`config.mk`:
```
export PLATFORM = sky130hd
export DESIGN_NAME = contiguous_fit_allocator
export DESIGN_NICKNAME = d
export VERILOG_FILES = /design/src/hw/rtl/cfa_pkg.sv /design/src/hw/rtl/contiguous_fit_allocator.sv /design/src/hw/rtl/cfa_pool_mem.sv
export SDC_FILE = /design/constraint.sdc
export NUM_CORES = 2
export LEC_CHECK = 0
export ABC_AREA = 1
export BUFFER_PORTS_ARGS = -buffer_cell sky130_fd_sc_hd__buf_2
export CAP_MARGIN = 15
export CORE_UTILIZATION = 60
export DETAILED_ROUTE_END_ITERATION = 7
export GPL_TIMING_DRIVEN = 0
export PLACE_DENSITY = 0.86
export SLEW_MARGIN = 10
export SYNTH_ARGS = -nofsm -noshare
export SYNTH_HDL_FRONTEND = slang
export SYNTH_SLANG_ARGS = --single-unit
```
`constraint.sdc`:
```
create_clock -name clock -period 14.35 [get_ports clock]
set_input_delay 0.7175 -clock clock [delete_from_list [all_inputs] [get_ports clock]]
set_output_delay 0.7175 -clock clock [all_outputs]
set_load 0.05 [all_outputs]
```
`src/hw/rtl/cfa_pkg.sv`:
```
// Package with the transaction types and constants of the contiguous fit allocator.
package cfa_pkg;

   localparam logic [1:0] CMD_ALLOC   = 2'd0;
   localparam logic [1:0] CMD_FREE    = 2'd1;
   localparam logic [1:0] CMD_COMPACT = 2'd2;
   localparam logic [1:0] CMD_READ    = 2'd3;

   localparam logic [1:0] FIT_FIRST = 2'd0;
   localparam logic [1:0] FIT_WORST = 2'd1;
   localparam logic [1:0] FIT_BEST  = 2'd2;

   localparam logic [7:0] FREE_MARK = 8'd46;

   typedef struct packed {
      logic [1:0] cmd;
      logic [7:0] owner;
      logic [7:0] request_size;
      logic [1:0] fit_policy;
      logic [6:0] cell_address;
   } req_type;

   typedef struct packed {
      logic       status;
      logic [6:0] start_cell;
      logic [7:0] cell_owner;
   } rsp_type;

endpackage

```
`src/hw/rtl/contiguous_fit_allocator.sv`:
```
// Top level of the contiguous fit allocator: sequencer around the pool memory.
//
// The pool of POOL_CELLS owner bytes lives in one synchronous memory with
// one write and one read port. After reset a clearing pass writes the free
// mark into every cell, during which no transaction is taken. Free streams
// the pool once. Compact streams the pool once and then writes the free
// mark above the moved cells. Allocate scans the pool once to pick a hole
// and then writes the run. One transaction is worked on at a time; a
// finished result is held until the response register is free, and the
// next transaction is taken as soon as the sequencer is idle again, even
// while the previous result still waits.
module contiguous_fit_allocator
   import cfa_pkg::*;
#(
   parameter int POOL_CELLS = 128
) (
   input  logic    clock,
   input  logic    reset,
   input  logic    req_valid,
   output logic    req_ready,
   input  req_type req_data,
   output logic    rsp_valid,
   input  logic    rsp_ready,
   output rsp_type rsp_data
);

   localparam int AW = $clog2(POOL_CELLS);
   localparam int CW = AW + 1;
   localparam logic [CW-1:0] POOL_N = CW'(POOL_CELLS);

   localparam logic [2:0] ST_CLEAR = 3'd0;
   localparam logic [2:0] ST_IDLE  = 3'd1;
   localparam logic [2:0] ST_SCAN  = 3'd2;
   localparam logic [2:0] ST_FILL  = 3'd3;
   localparam logic [2:0] ST_TAIL  = 3'd4;
   localparam logic [2:0] ST_READ  = 3'd5;
   localparam logic [2:0] ST_DONE  = 3'd6;

   logic [2:0]    state_ff, state_in;
   req_type       req_ff, req_in;
   logic [CW-1:0] rd_cnt_ff, rd_cnt_in;   // next read address issued
   logic          rd_vld_ff, rd_vld_in;   // read data valid this cycle
   logic [CW-1:0] pos_ff, pos_in;         // index of cell in rd_data
   logic [CW-1:0] wp_ff, wp_in;           // write pointer
   logic [CW-1:0] run_st_ff, run_st_in;
   logic [CW-1:0] run_len_ff, run_len_in;
   logic          have_ff, have_in;
   logic [CW-1:0] pk_st_ff, pk_st_in;
   logic [CW-1:0] pk_len_ff, pk_len_in;
   logic          rsp_valid_ff, rsp_valid_in;
   rsp_type       rsp_ff, rsp_in;

   logic          wr_en;
   logic [AW-1:0] wr_addr, rd_addr;
   logic [7:0]    wr_data, rd_data;

   cfa_pool_mem #(.POOL_CELLS(POOL_CELLS), .AW(AW)) u_mem (
      .clock  (clock),
      .wr_en  (wr_en),
      .wr_addr(wr_addr),
      .wr_data(wr_data),
      .rd_addr(rd_addr),
      .rd_data(rd_data)
   );

   assign req_ready = (state_ff == ST_IDLE);
   assign rsp_valid = rsp_valid_ff;
   assign rsp_data  = rsp_ff;

   logic          size_ok;
   logic          alloc_ok;
   logic          rsp_free;
   logic [CW-1:0] size_cw;
   logic          cell_free, end_of_run, run_ok;
   logic [CW-1:0] run_len_now;

   assign size_cw  = CW'(req_ff.request_size);
   assign size_ok  = (req_ff.request_size != 8'd0) && (req_ff.fit_policy != 2'd3) &&
                     (int'(req_ff.request_size) <= POOL_CELLS);
   assign alloc_ok = size_ok && have_ff && (pk_len_ff >= size_cw);
   // The response register can take a new result this cycle.
   assign rsp_free = !rsp_valid_ff || rsp_ready;

   // Sequencer next state.
   always_comb begin
      state_in     = state_ff;
      req_in       = req_ff;
      rd_cnt_in    = rd_cnt_ff;
      rd_vld_in    = 1'b0;
      pos_in       = pos_ff;
      wp_in        = wp_ff;
      run_st_in    = run_st_ff;
      run_len_in   = run_len_ff;
      have_in      = have_ff;
      pk_st_in     = pk_st_ff;
      pk_len_in    = pk_len_ff;
      rsp_valid_in = rsp_valid_ff;
      rsp_in       = rsp_ff;
      wr_en        = 1'b0;
      wr_addr      = wp_ff[AW-1:0];
      wr_data      = FREE_MARK;
      rd_addr      = rd_cnt_ff[AW-1:0];
      cell_free    = 1'b0;
      end_of_run   = 1'b0;
      run_ok       = 1'b0;
      run_len_now  = run_len_ff;

      if (rsp_valid_ff && rsp_ready) begin
         rsp_valid_in = 1'b0;
      end

      unique case (state_ff)
         ST_CLEAR: begin
            wr_en = 1'b1;
            wp_in = wp_ff + 1'b1;
            if (wp_ff == POOL_N - 1'b1) begin
               state_in = ST_IDLE;
            end
         end
         ST_IDLE: begin
            if (req_valid && req_ready) begin
               req_in    = req_data;
               rd_cnt_in = '0;
               pos_in    = '0;
               wp_in     = '0;
               run_len_in = '0;
               run_st_in = '0;
               have_in   = 1'b0;
               pk_st_in  = '0;
               pk_len_in = '0;
               unique case (req_data.cmd)
                  CMD_READ: state_in = ST_READ;
                  default:  state_in = ST_SCAN;
               endcase
               rd_addr = AW'(req_data.cell_address);
            end
         end
         ST_READ: begin
            // rd_data holds the addressed cell; keep reading it while the result waits.
            rd_addr = AW'(req_ff.cell_address);
            if (rsp_free) begin
               rsp_in.status     = 1'b0;
               rsp_in.start_cell = '0;
               rsp_in.cell_owner = (int'(req_ff.cell_address) < POOL_CELLS) ?
                                   rd_data : FREE_MARK;
               rsp_valid_in = 1'b1;
               state_in     = ST_IDLE;
            end
         end
         ST_SCAN: begin
            // Issue reads across the pool.
            if (rd_cnt_ff < POOL_N) begin
               rd_cnt_in = rd_cnt_ff + 1'b1;
               rd_vld_in = 1'b1;
            end
            if (rd_vld_ff) begin
               pos_in = pos_ff + 1'b1;
               unique case (req_ff.cmd)
                  CMD_FREE: begin
                     if (rd_data == req_ff.owner) begin
                        wr_en   = 1'b1;
                        wr_addr = pos_ff[AW-1:0];
                        wr_data = FREE_MARK;
                     end
                  end
                  CMD_COMPACT: begin
                     if (rd_data != FREE_MARK) begin
                        wr_en   = 1'b1;
                        wr_addr = wp_ff[AW-1:0];
                        wr_data = rd_data;
                        wp_in   = wp_ff + 1'b1;
                     end
                  end
                  default: begin
                     // Allocate: hole tracking.
                     cell_free = (rd_data == FREE_MARK);
                     if (cell_free) begin
                        if (run_len_ff == '0) run_st_in = pos_ff;
                        run_len_in = run_len_ff + 1'b1;
                     end else begin
                        end_of_run = 1'b1;
                        run_len_in = '0;
                     end
                  end
               endcase
            end
            // Close a run at the end of the pool as well.
            if (req_ff.cmd == CMD_ALLOC && !rd_vld_ff && rd_cnt_ff == POOL_N) begin
               end_of_run = 1'b1;
            end
            if (end_of_run && run_len_ff != '0) begin
               run_len_now = run_len_ff;
               if (req_ff.fit_policy == FIT_WORST) begin
                  if (run_len_now > pk_len_ff) run_ok = 1'b1;
               end else if (req_ff.fit_policy == FIT_BEST) begin
                  if (run_len_now >= size_cw && (!have_ff || run_len_now < pk_len_ff))
                     run_ok = 1'b1;
               end else if (req_ff.fit_policy == FIT_FIRST) begin
                  if (run_len_now >= size_cw && !have_ff) run_ok = 1'b1;
               end
               if (run_ok) begin
                  have_in   = 1'b1;
                  pk_len_in = run_len_now;
                  pk_st_in  = run_st_ff;
               end
            end
            if (!rd_vld_ff && rd_cnt_ff == POOL_N) begin
               unique case (req_ff.cmd)
                  CMD_COMPACT: state_in = ST_TAIL;
                  CMD_ALLOC: begin
                     if (size_ok && (have_in && pk_len_in >= size_cw)) begin
                        wp_in    = pk_st_in;
                        rd_cnt_in = '0;
                        state_in = ST_FILL;
                     end else begin
                        state_in = ST_DONE;
                     end
                  end
                  default: state_in = ST_DONE;
               endcase
            end
         end
         ST_FILL: begin
            // Write the owner into the chosen run.
            wr_en     = 1'b1;
            wr_addr   = wp_ff[AW-1:0];
            wr_data   = req_ff.owner;
            wp_in     = wp_ff + 1'b1;
            rd_cnt_in = rd_cnt_ff + 1'b1;
            if (rd_cnt_ff + 1'b1 == size_cw || wp_ff == POOL_N - 1'b1) begin
               state_in = ST_DONE;
            end
         end
         ST_TAIL: begin
            // Free mark above the compacted cells.
            if (wp_ff >= POOL_N) begin
               state_in = ST_DONE;
            end else begin
               wr_en = 1'b1;
               wp_in = wp_ff + 1'b1;
            end
         end
         ST_DONE: begin
            // Hand the result over once the response register is free.
            if (rsp_free) begin
               rsp_in.status     = 1'b0;
               rsp_in.start_cell = '0;
               rsp_in.cell_owner = '0;
               if (req_ff.cmd == CMD_ALLOC) begin
                  if (alloc_ok) rsp_in.start_cell = 7'(pk_st_ff);
                  else rsp_in.status = 1'b1;
               end
               rsp_valid_in = 1'b1;
               state_in     = ST_IDLE;
            end
         end
         default: state_in = ST_IDLE;
      endcase
   end

   // Control registers.
   always_ff @(posedge clock) begin
      if (reset) begin
         state_ff     <= ST_CLEAR;
         wp_ff        <= '0;
         rd_vld_ff    <= 1'b0;
         rsp_valid_ff <= 1'b0;
      end else begin
         state_ff     <= state_in;
         wp_ff        <= wp_in;
         rd_vld_ff    <= rd_vld_in;
         rsp_valid_ff <= rsp_valid_in;
      end
   end

   // Working registers.
   always_ff @(posedge clock) begin
      req_ff     <= req_in;
      rd_cnt_ff  <= rd_cnt_in;
      pos_ff     <= pos_in;
      run_st_ff  <= run_st_in;
      run_len_ff <= run_len_in;
      have_ff    <= have_in;
      pk_st_ff   <= pk_st_in;
      pk_len_ff  <= pk_len_in;
      rsp_ff     <= rsp_in;
   end

endmodule

```
`src/hw/rtl/cfa_pool_mem.sv`:
```
// Pool memory: one synchronous write port and one registered read port.
module cfa_pool_mem
   import cfa_pkg::*;
#(
   parameter int POOL_CELLS = 128,
   parameter int AW = 7
) (
   input  logic          clock,
   input  logic          wr_en,
   input  logic [AW-1:0] wr_addr,
   input  logic [7:0]    wr_data,
   input  logic [AW-1:0] rd_addr,
   output logic [7:0]    rd_data
);

   logic [7:0] mem [POOL_CELLS];

   // Write port.
   always_ff @(posedge clock) begin
      if (wr_en) begin
         mem[wr_addr] <= wr_data;
      end
   end

   // Registered read port.
   always_ff @(posedge clock) begin
      rd_data <= mem[rd_addr];
   end

endmodule

```
# Yosys cells after proc, flatten, opt, wreduce, memory -nomap -nowiden
# Memory sizes are Yosys's and may differ from the RTL's. A register that Yosys moved wholly into a read port is not among the register bits.
# Index checks and enable logic that the tools add are counted.
[word_totals]
memories = 1
mem_bits_rw = 1024
word_cells = 195
register_bits = 105
in_bits = 31
output_inout_bits = 18
[memory_table]
columns = ["memory", "words", "word_bits", "read_ports", "rd_ports_with_merged_regs", "wr", "line_no", "text"]
rows = [
  ["u_mem.mem", 128, 8, 1, 1, 1, "cfa_pool_mem.sv:16", "logic [7:0] mem [POOL_CELLS];"],
]
[op_classes]
n_addsub = 4
order_cmp = 8
eq_ne = 31
bitwise_logic = 1
n_reduce_logical = 43
n_mux = 88
[ops]
columns = ["cell", "n"]
rows = [
  ["$mux 8", 29],
  ["$pmux 8 s2", 6],
  ["$mux 7", 6],
  ["$add 8x1->8 const B", 4],
  ["$mux 16", 2],
  ["$pmux 16 s2", 1],
  ["$pmux 8 s4", 1],
  ["$mux 1", 28],
  ["$ge 8x8->1", 3],
  ["$mux 3", 8],
  ["$ne 2x2->1 const B", 12],
  ["$pmux 8 s3", 1],
  ["$pmux 3 s6", 1],
  ["$eq 8x8->1", 2],
  ["$reduce_bool 8->1", 2],
  ["$logic_and 1x1->1", 14],
  ["$pmux 7 s2", 1],
  ["$reduce_and 6->1", 2],
  ["$eq 3x3->1 const B", 3],
  ["$reduce_and 3->1", 3],
  ["$eq 8x6->1 const B", 1],
  ["$eq 8x7->1 const B", 1],
  ["$eq 8x8->1 const B", 1],
  ["$ge 8x8->1 const B", 1],
  ["25 further kinds", 42],
]

# Depth between registers and ports, before layout
[logic_depth]
depth_word = 19
ltp_mapped = 31

# By module
# From an unflattened synthesis, not the netlist that was laid out.
[unflattened]
hier_cells = 4359
area_unflattened_um2 = 48619.1
[by_module_without_submodules]
columns = ["module", "instances", "area_per_inst_um2", "cells_per_inst", "seq_area_each_um2"]
rows = [
  ["cfa_pool_mem", 1, 42104.1, 3575, 30909.6],
  ["contiguous_fit_allocator", 1, 6515.0, 784, 3022.9],
]

# Worst setup path before layout
# OpenSTA, ideal clock, no wires.
[synth_path]
path_kind = "reg2reg"
start = "register state_ff[1]"
end = "memory u_mem.mem[0][4] (data pin)"
period_less_slack_ps = 7436
required_ps = 13153
arrival_ps = 6239
n_path_buf = 0
path_slack_ps = 6914
stages_incl_launch_ff = 11
path_cell_list = "dfxtp_1 > inv_2 > nor2_2 > inv_2 > nor2_8 > inv_2 > nor2_4 > inv_1 > nor2_1 > inv_1 > o21ai_0"
[synth_via]
elab_chain_len = 2
[synth_lines]
columns = ["item", "line_no", "text"]
rows = [
  ["start: declaration", "contiguous_fit_allocator.sv:39", "logic [2:0] state_ff, state_in;"],
  ["start signal: assignment", "contiguous_fit_allocator.sv:269", "state_ff <= state_in;"],
  ["$eq 3x2->1", "contiguous_fit_allocator.sv:112", "unique case (state_ff)"],
  ["$pmux 8 s2 *", "contiguous_fit_allocator.sv:112", ""],
  ["via u_mem.wr_data[4]", "cfa_pool_mem.sv:11", "input logic [7:0] wr_data,"],
  ["end: declaration", "cfa_pool_mem.sv:16", ""],
]
# Mark *: on every way through the listed nets, which the timed path passes. The rest lies on a longest branch.

# Final worst setup path
[layout_path]
start = "register rd_cnt_ff[0]"
end = "register wp_ff[7]"
[layout_via]
elab_chain_len = 14
[layout_lines]
columns = ["item", "line_no", "text"]
rows = [
  ["start: declaration", "contiguous_fit_allocator.sv:41", "logic [CW-1:0] rd_cnt_ff, rd_cnt_in;"],
  ["start signal: assignment", "contiguous_fit_allocator.sv:279", "rd_cnt_ff <= rd_cnt_in;"],
  ["$eq 8x8->1 *", "contiguous_fit_allocator.sv:188, contiguous_fit_allocator.sv:207", ""],
  ["$logic_and 1x1->1", "contiguous_fit_allocator.sv:188", "if (req_ff.cmd == CMD_ALLOC && !rd_vld_ff && rd_cnt_ff == POOL_N) begin"],
  ["$mux 1", "contiguous_fit_allocator.sv:188", ""],
  ["$mux 1", "contiguous_fit_allocator.sv:112", ""],
  ["$logic_and 1x1->1", "contiguous_fit_allocator.sv:191", "if (end_of_run && run_len_ff != '0) begin"],
  ["$mux 8", "contiguous_fit_allocator.sv:191", ""],
  ["$mux 8", "contiguous_fit_allocator.sv:112", ""],
  ["$ge 8x8->1", "contiguous_fit_allocator.sv:211", "if (size_ok && (have_in && pk_len_in >= size_cw)) begin"],
  ["$logic_and 1x1->1 (2 in series)", "contiguous_fit_allocator.sv:211", ""],
  ["$mux 8", "contiguous_fit_allocator.sv:211", ""],
  ["$mux 8", "contiguous_fit_allocator.sv:208", "unique case (req_ff.cmd)"],
  ["$mux 8 *", "contiguous_fit_allocator.sv:207", "if (!rd_vld_ff && rd_cnt_ff == POOL_N) begin"],
  ["$pmux 8 s4 *", "contiguous_fit_allocator.sv:112", ""],
  ["end signal: assignment", "contiguous_fit_allocator.sv:270", "wp_ff <= wp_in;"],
  ["end: declaration", "contiguous_fit_allocator.sv:44", "logic [CW-1:0] wp_ff, wp_in;"],
]
# Mark *: on every way between the ends. The rest lies on a longest branch, timed or not. The select of a mux whose other input is x is not followed.
# A chain may end at the register's enable or synchronous reset.

==> impl_metrics.tcl <==
set metrics [dict create \
    status "finished with violations" \
    violations "design-rule violations" \
    yosysSeqAreaShare_pct 64.87 \
    setup_viol 0 \
    crit_family "simple AND/OR/NAND/NOR gates" \
    synth_compound_gate_area_share_pct 3.523 \
    place_area_um2 55000 \
    synth_top_family_by_area "simple AND/OR/NAND/NOR gates" \
    synth_area_um2 52310 \
    dieWidth_um 297.3 \
    nNetsFinal 5410 \
    p_clk_share_pct 28.7 \
    post-route-period-util_pct 32.91 \
    route.vias.total 40920 \
    max_stage_delay_ns 0.40 \
    postRouteWirelength_mm 155.2 \
    crit_arrival_ns 5.29 \
    first_global_vias 39330 \
    tightest_slew_ns 1.299 \
    cts-root-buf "clkbuf_16" \
    hold_viol_final 0 \
    crit_top_cell "nand2_1" \
    drcViolationCount 9 \
    synth_top_area_share_pct 64.06 \
    dpl.hpwl_mm 105.3 \
    hold_path.class "input pin to flop" \
    io-pin-count 49 \
    slew_headroom_pct 13.42 \
    slew_viol_final 0 \
    critPathCaptureType "flop" \
    stdcell_area_um2 58520 \
    clkLatencyLatePin_ns 0.72 \
    critPathMaxFanout 10 \
    antenna_found_initial 5 \
    synth.distinct_cells 52 \
    cts_setup_buffers 0 \
    cts_tree "done" \
    async_reset_ff_share_pct 0 \
    ys_warn_count 0 \
    final_antenna_net_count 0 \
    hold_buffers 0 \
    seq_power_share_pct 37.6 \
    rsz0062_at_grt "false" \
    synthSimpleGateAreaFrac_pct 20.62 \
    synth_top_area_cell "edfxtp_1" \
    switching_share_pct 38.49 \
    synthFlopType "edfxtp_1" \
    finalClockSkew_ns 0.02724 \
    die_h_um 297.3 \
    post_synth_fa_ha_maj_area_fraction_pct 1.029 \
    synth.net_count 5204 \
    synthMuxAreaShare_pct 0 \
    netSwitchingPower_w 0.003845 \
    critPathBufInv 4 \
    start_kind "flop" \
    clkTransAtPathRegs_ns 0.07 \
    drive_gt1_share_pct 8.766 \
    yosys_register_bits 1137 \
    cts_sinks 1137 \
    synth_edf_count 1116 \
    wl_per_cell_um 23.60 \
    initial_core_util_pct 60.96 \
    ir_drop_v 0.0001324 \
    area_growth_pct 11.87 \
    crit_type "flop to flop" \
    synthCells 5130 \
    p_int_w 0.006145 \
    cts_buffer_depth 3 \
    avgSynthCellArea_um2 10.20 \
    yosys.area_share.xor_xnor_pct 0.3349 \
    fmax_mhz 211.8 \
    rows 107 \
    p_total_w 0.009990 \
    htree_num_levels 3 \
    drt_iter0_markers 7294 \
    cp.required_ns 14.92 \
    finalCriticalPeriod_ns 4.722 \
    die-area_um2 88370 \
    max-cap-violations 0 \
    grt_overflow_total 0 \
    critPathSlowestCell "edfxtp_1" \
    viasPerCell 6.223 \
    core_um2 85820 \
    cts_made_buffers 110 \
    p_leak_nw 24.13 \
    port_buffers 48 \
    grtUsageTotal_pct 34.60 \
    grt_max_degree 61 \
    synth_area_leaders "edfxtp_1 64%, nand3_1 7.9%, inv_1 6.9%" \
    grt_first_pass_wirelength_mm 230.1 \
    gp_congestion 0.9616 \
    drt-pass1-iter-count 8 \
    powerDensity_nw_per_um2 170.7 \
    p_comb_share_pct 33.8 \
    cts_resized 0 \
]
## worst paths after layout
path / startpoint / to / slack [ns] / cells after the start
setup / recovery: rd_cnt_ff[0] / wp_ff[7] / 9.63 / 25
hold / removal: req_data[11] / size_cw[2] / 0.19 / 1
setup reg to reg: rd_cnt_ff[0] / wp_ff[7] / 9.63 / 25
hold reg to reg: wp_ff[1] / wp_ff[1] / 0.49 / 2
## layout make-up
class	count	area [um2]
Multi-Input combinational cell	2723	13440
Clock inverter	70	604.3
Buffer	302	1403
Inverter	968	3633
Fill cell	5652	27290
Antenna cell	2	5.005
Timing Repair Buffer	94	1162
Sequential cell	1137	33930
Clock buffer	136	2913
Tap cell	1144	1431
## per-stage QoR
stage | setup slack, ns | util (%) | TNS [ns] | hold WS, ns | instances
global route | 9.350 | 68.19 | 0 | 0.1820 | 6574
global placement | -2.724 | 62.90 | -578.16 | 0.4675 | 6322
floorplan | 6.914 | - | 0 | 0.4586 | 5130
finish | 9.628 | 68.19 | 0 | 0.1920 | 6576
CTS | 9.745 | 68.19 | 0 | 0.1660 | 6574
detailed placement | 9.784 | 64.09 | 0 | 0.4847 | 6368
## logic make-up after synthesis
family                   Yosys count
buffers and inverters           1270
XOR/XNOR                          20
adder cells (fa/ha/maj)           43
AND/OR/NAND/NOR                 2332
flip-flops                      1137
AO/OA/AOI/OAI                    328
## flip-flops by register name, indices dropped and copies added (netlist names)
name           cells
pk_st_ff           8
u_mem.rd_data      8
rd_vld_ff          1
run_st_ff          8
state_ff           3
pos_ff             8
rsp_data          16
rsp_valid          1
u_mem.mem       1024
run_len_ff         8
rd_cnt_ff          8
req_ff            19
size_cw            8
have_ff            1
pk_len_ff          8
wp_ff              8
## layout by cell type (no fill, tap or decap), types with 5 or more instances in the layout
| cell | count |
|---|---|
| o21ai_0 | 126 |
| a21oi_1 | 38 |
| o21ai_4 | 5 |
| nor2_2 | 8 |
| o211ai_1 | 33 |
| o21ai_1 | 94 |
| nor3_1 | 17 |
| clkbuf_1 | 123 |
| buf_12 | 11 |
| nand4_1 | 312 |
| nand3b_1 | 7 |
| dfxtp_1 | 21 |
| buf_1 | 31 |
| buf_6 | 14 |
| clkinv_1 | 30 |
| nor2_1 | 207 |
| buf_4 | 20 |
| nand2_2 | 5 |
| nand2_1 | 938 |
| inv_1 | 956 |
| inv_2 | 10 |
| o22ai_1 | 8 |
| buf_16 | 18 |
| clkbuf_16 | 112 |
| nand3_1 | 821 |
| bufinv_16 | 8 |
| edfxtp_1 | 1116 |
| buf_2 | 197 |
| ha_1 | 43 |
| xor2_1 | 16 |
| clkinv_2 | 24 |
## cell usage after synthesis (33+ instances only)
library cell	instances
nand4_1	312
edfxtp_1	1116
o21ai_1	93
a21oi_1	39
o21ai_0	129
inv_1	956
ha_1	43
nand2_1	938
clkbuf_1	101
buf_2	149
nor2_1	207
o211ai_1	33
nand3_1	821
## power by group through the flow
stage / logic (W) / clock network (W) / registers (W)
detailed placement: 0.00311 / 0 / 0.00382
CTS: 0.00317 / 0.00284 / 0.00375
finish: 0.00337 / 0.00286 / 0.00375
global route: 0.00350 / 0.00296 / 0.00376
floorplan: 0.00196 / 0 / 0.00380
global placement: 0.00300 / 0 / 0.00382
## worst register-to-register path, stage by stage, from the launching register on
cell and delay [ns]:
edfxtp_1 0.40, clkbuf_1 0.24, inv_1 0.11, ha_1 0.14, nand2_1 0.05, nor3_1 0.31
nand3_1 0.12, nand2_1 0.12, nand2_1 0.07, a21oi_2 0.31, nand2_2 0.22, clkbuf_1 0.27
o21ai_0 0.29, inv_1 0.10, ha_1 0.34, nand4_1 0.13, nor2_1 0.13, a211oi_1 0.06
nor2_1 0.22, nand3_2 0.24, nand2_1 0.34, nand2_1 0.12, nand2_1 0.08, nand2_1 0.05
nand2_1 0.05, a21oi_1 0.07
## metal layers
layer	up-vias	share of wire, %	global-route usage [%]
li1	17800	-	-
met1	18790	33	43.30
met5	-	0.034	0
met3	813	14	8.574
met4	6	8.2	23.31
met2	3516	45	53.54
Note: power is estimated with default switching activity, not from simulation.
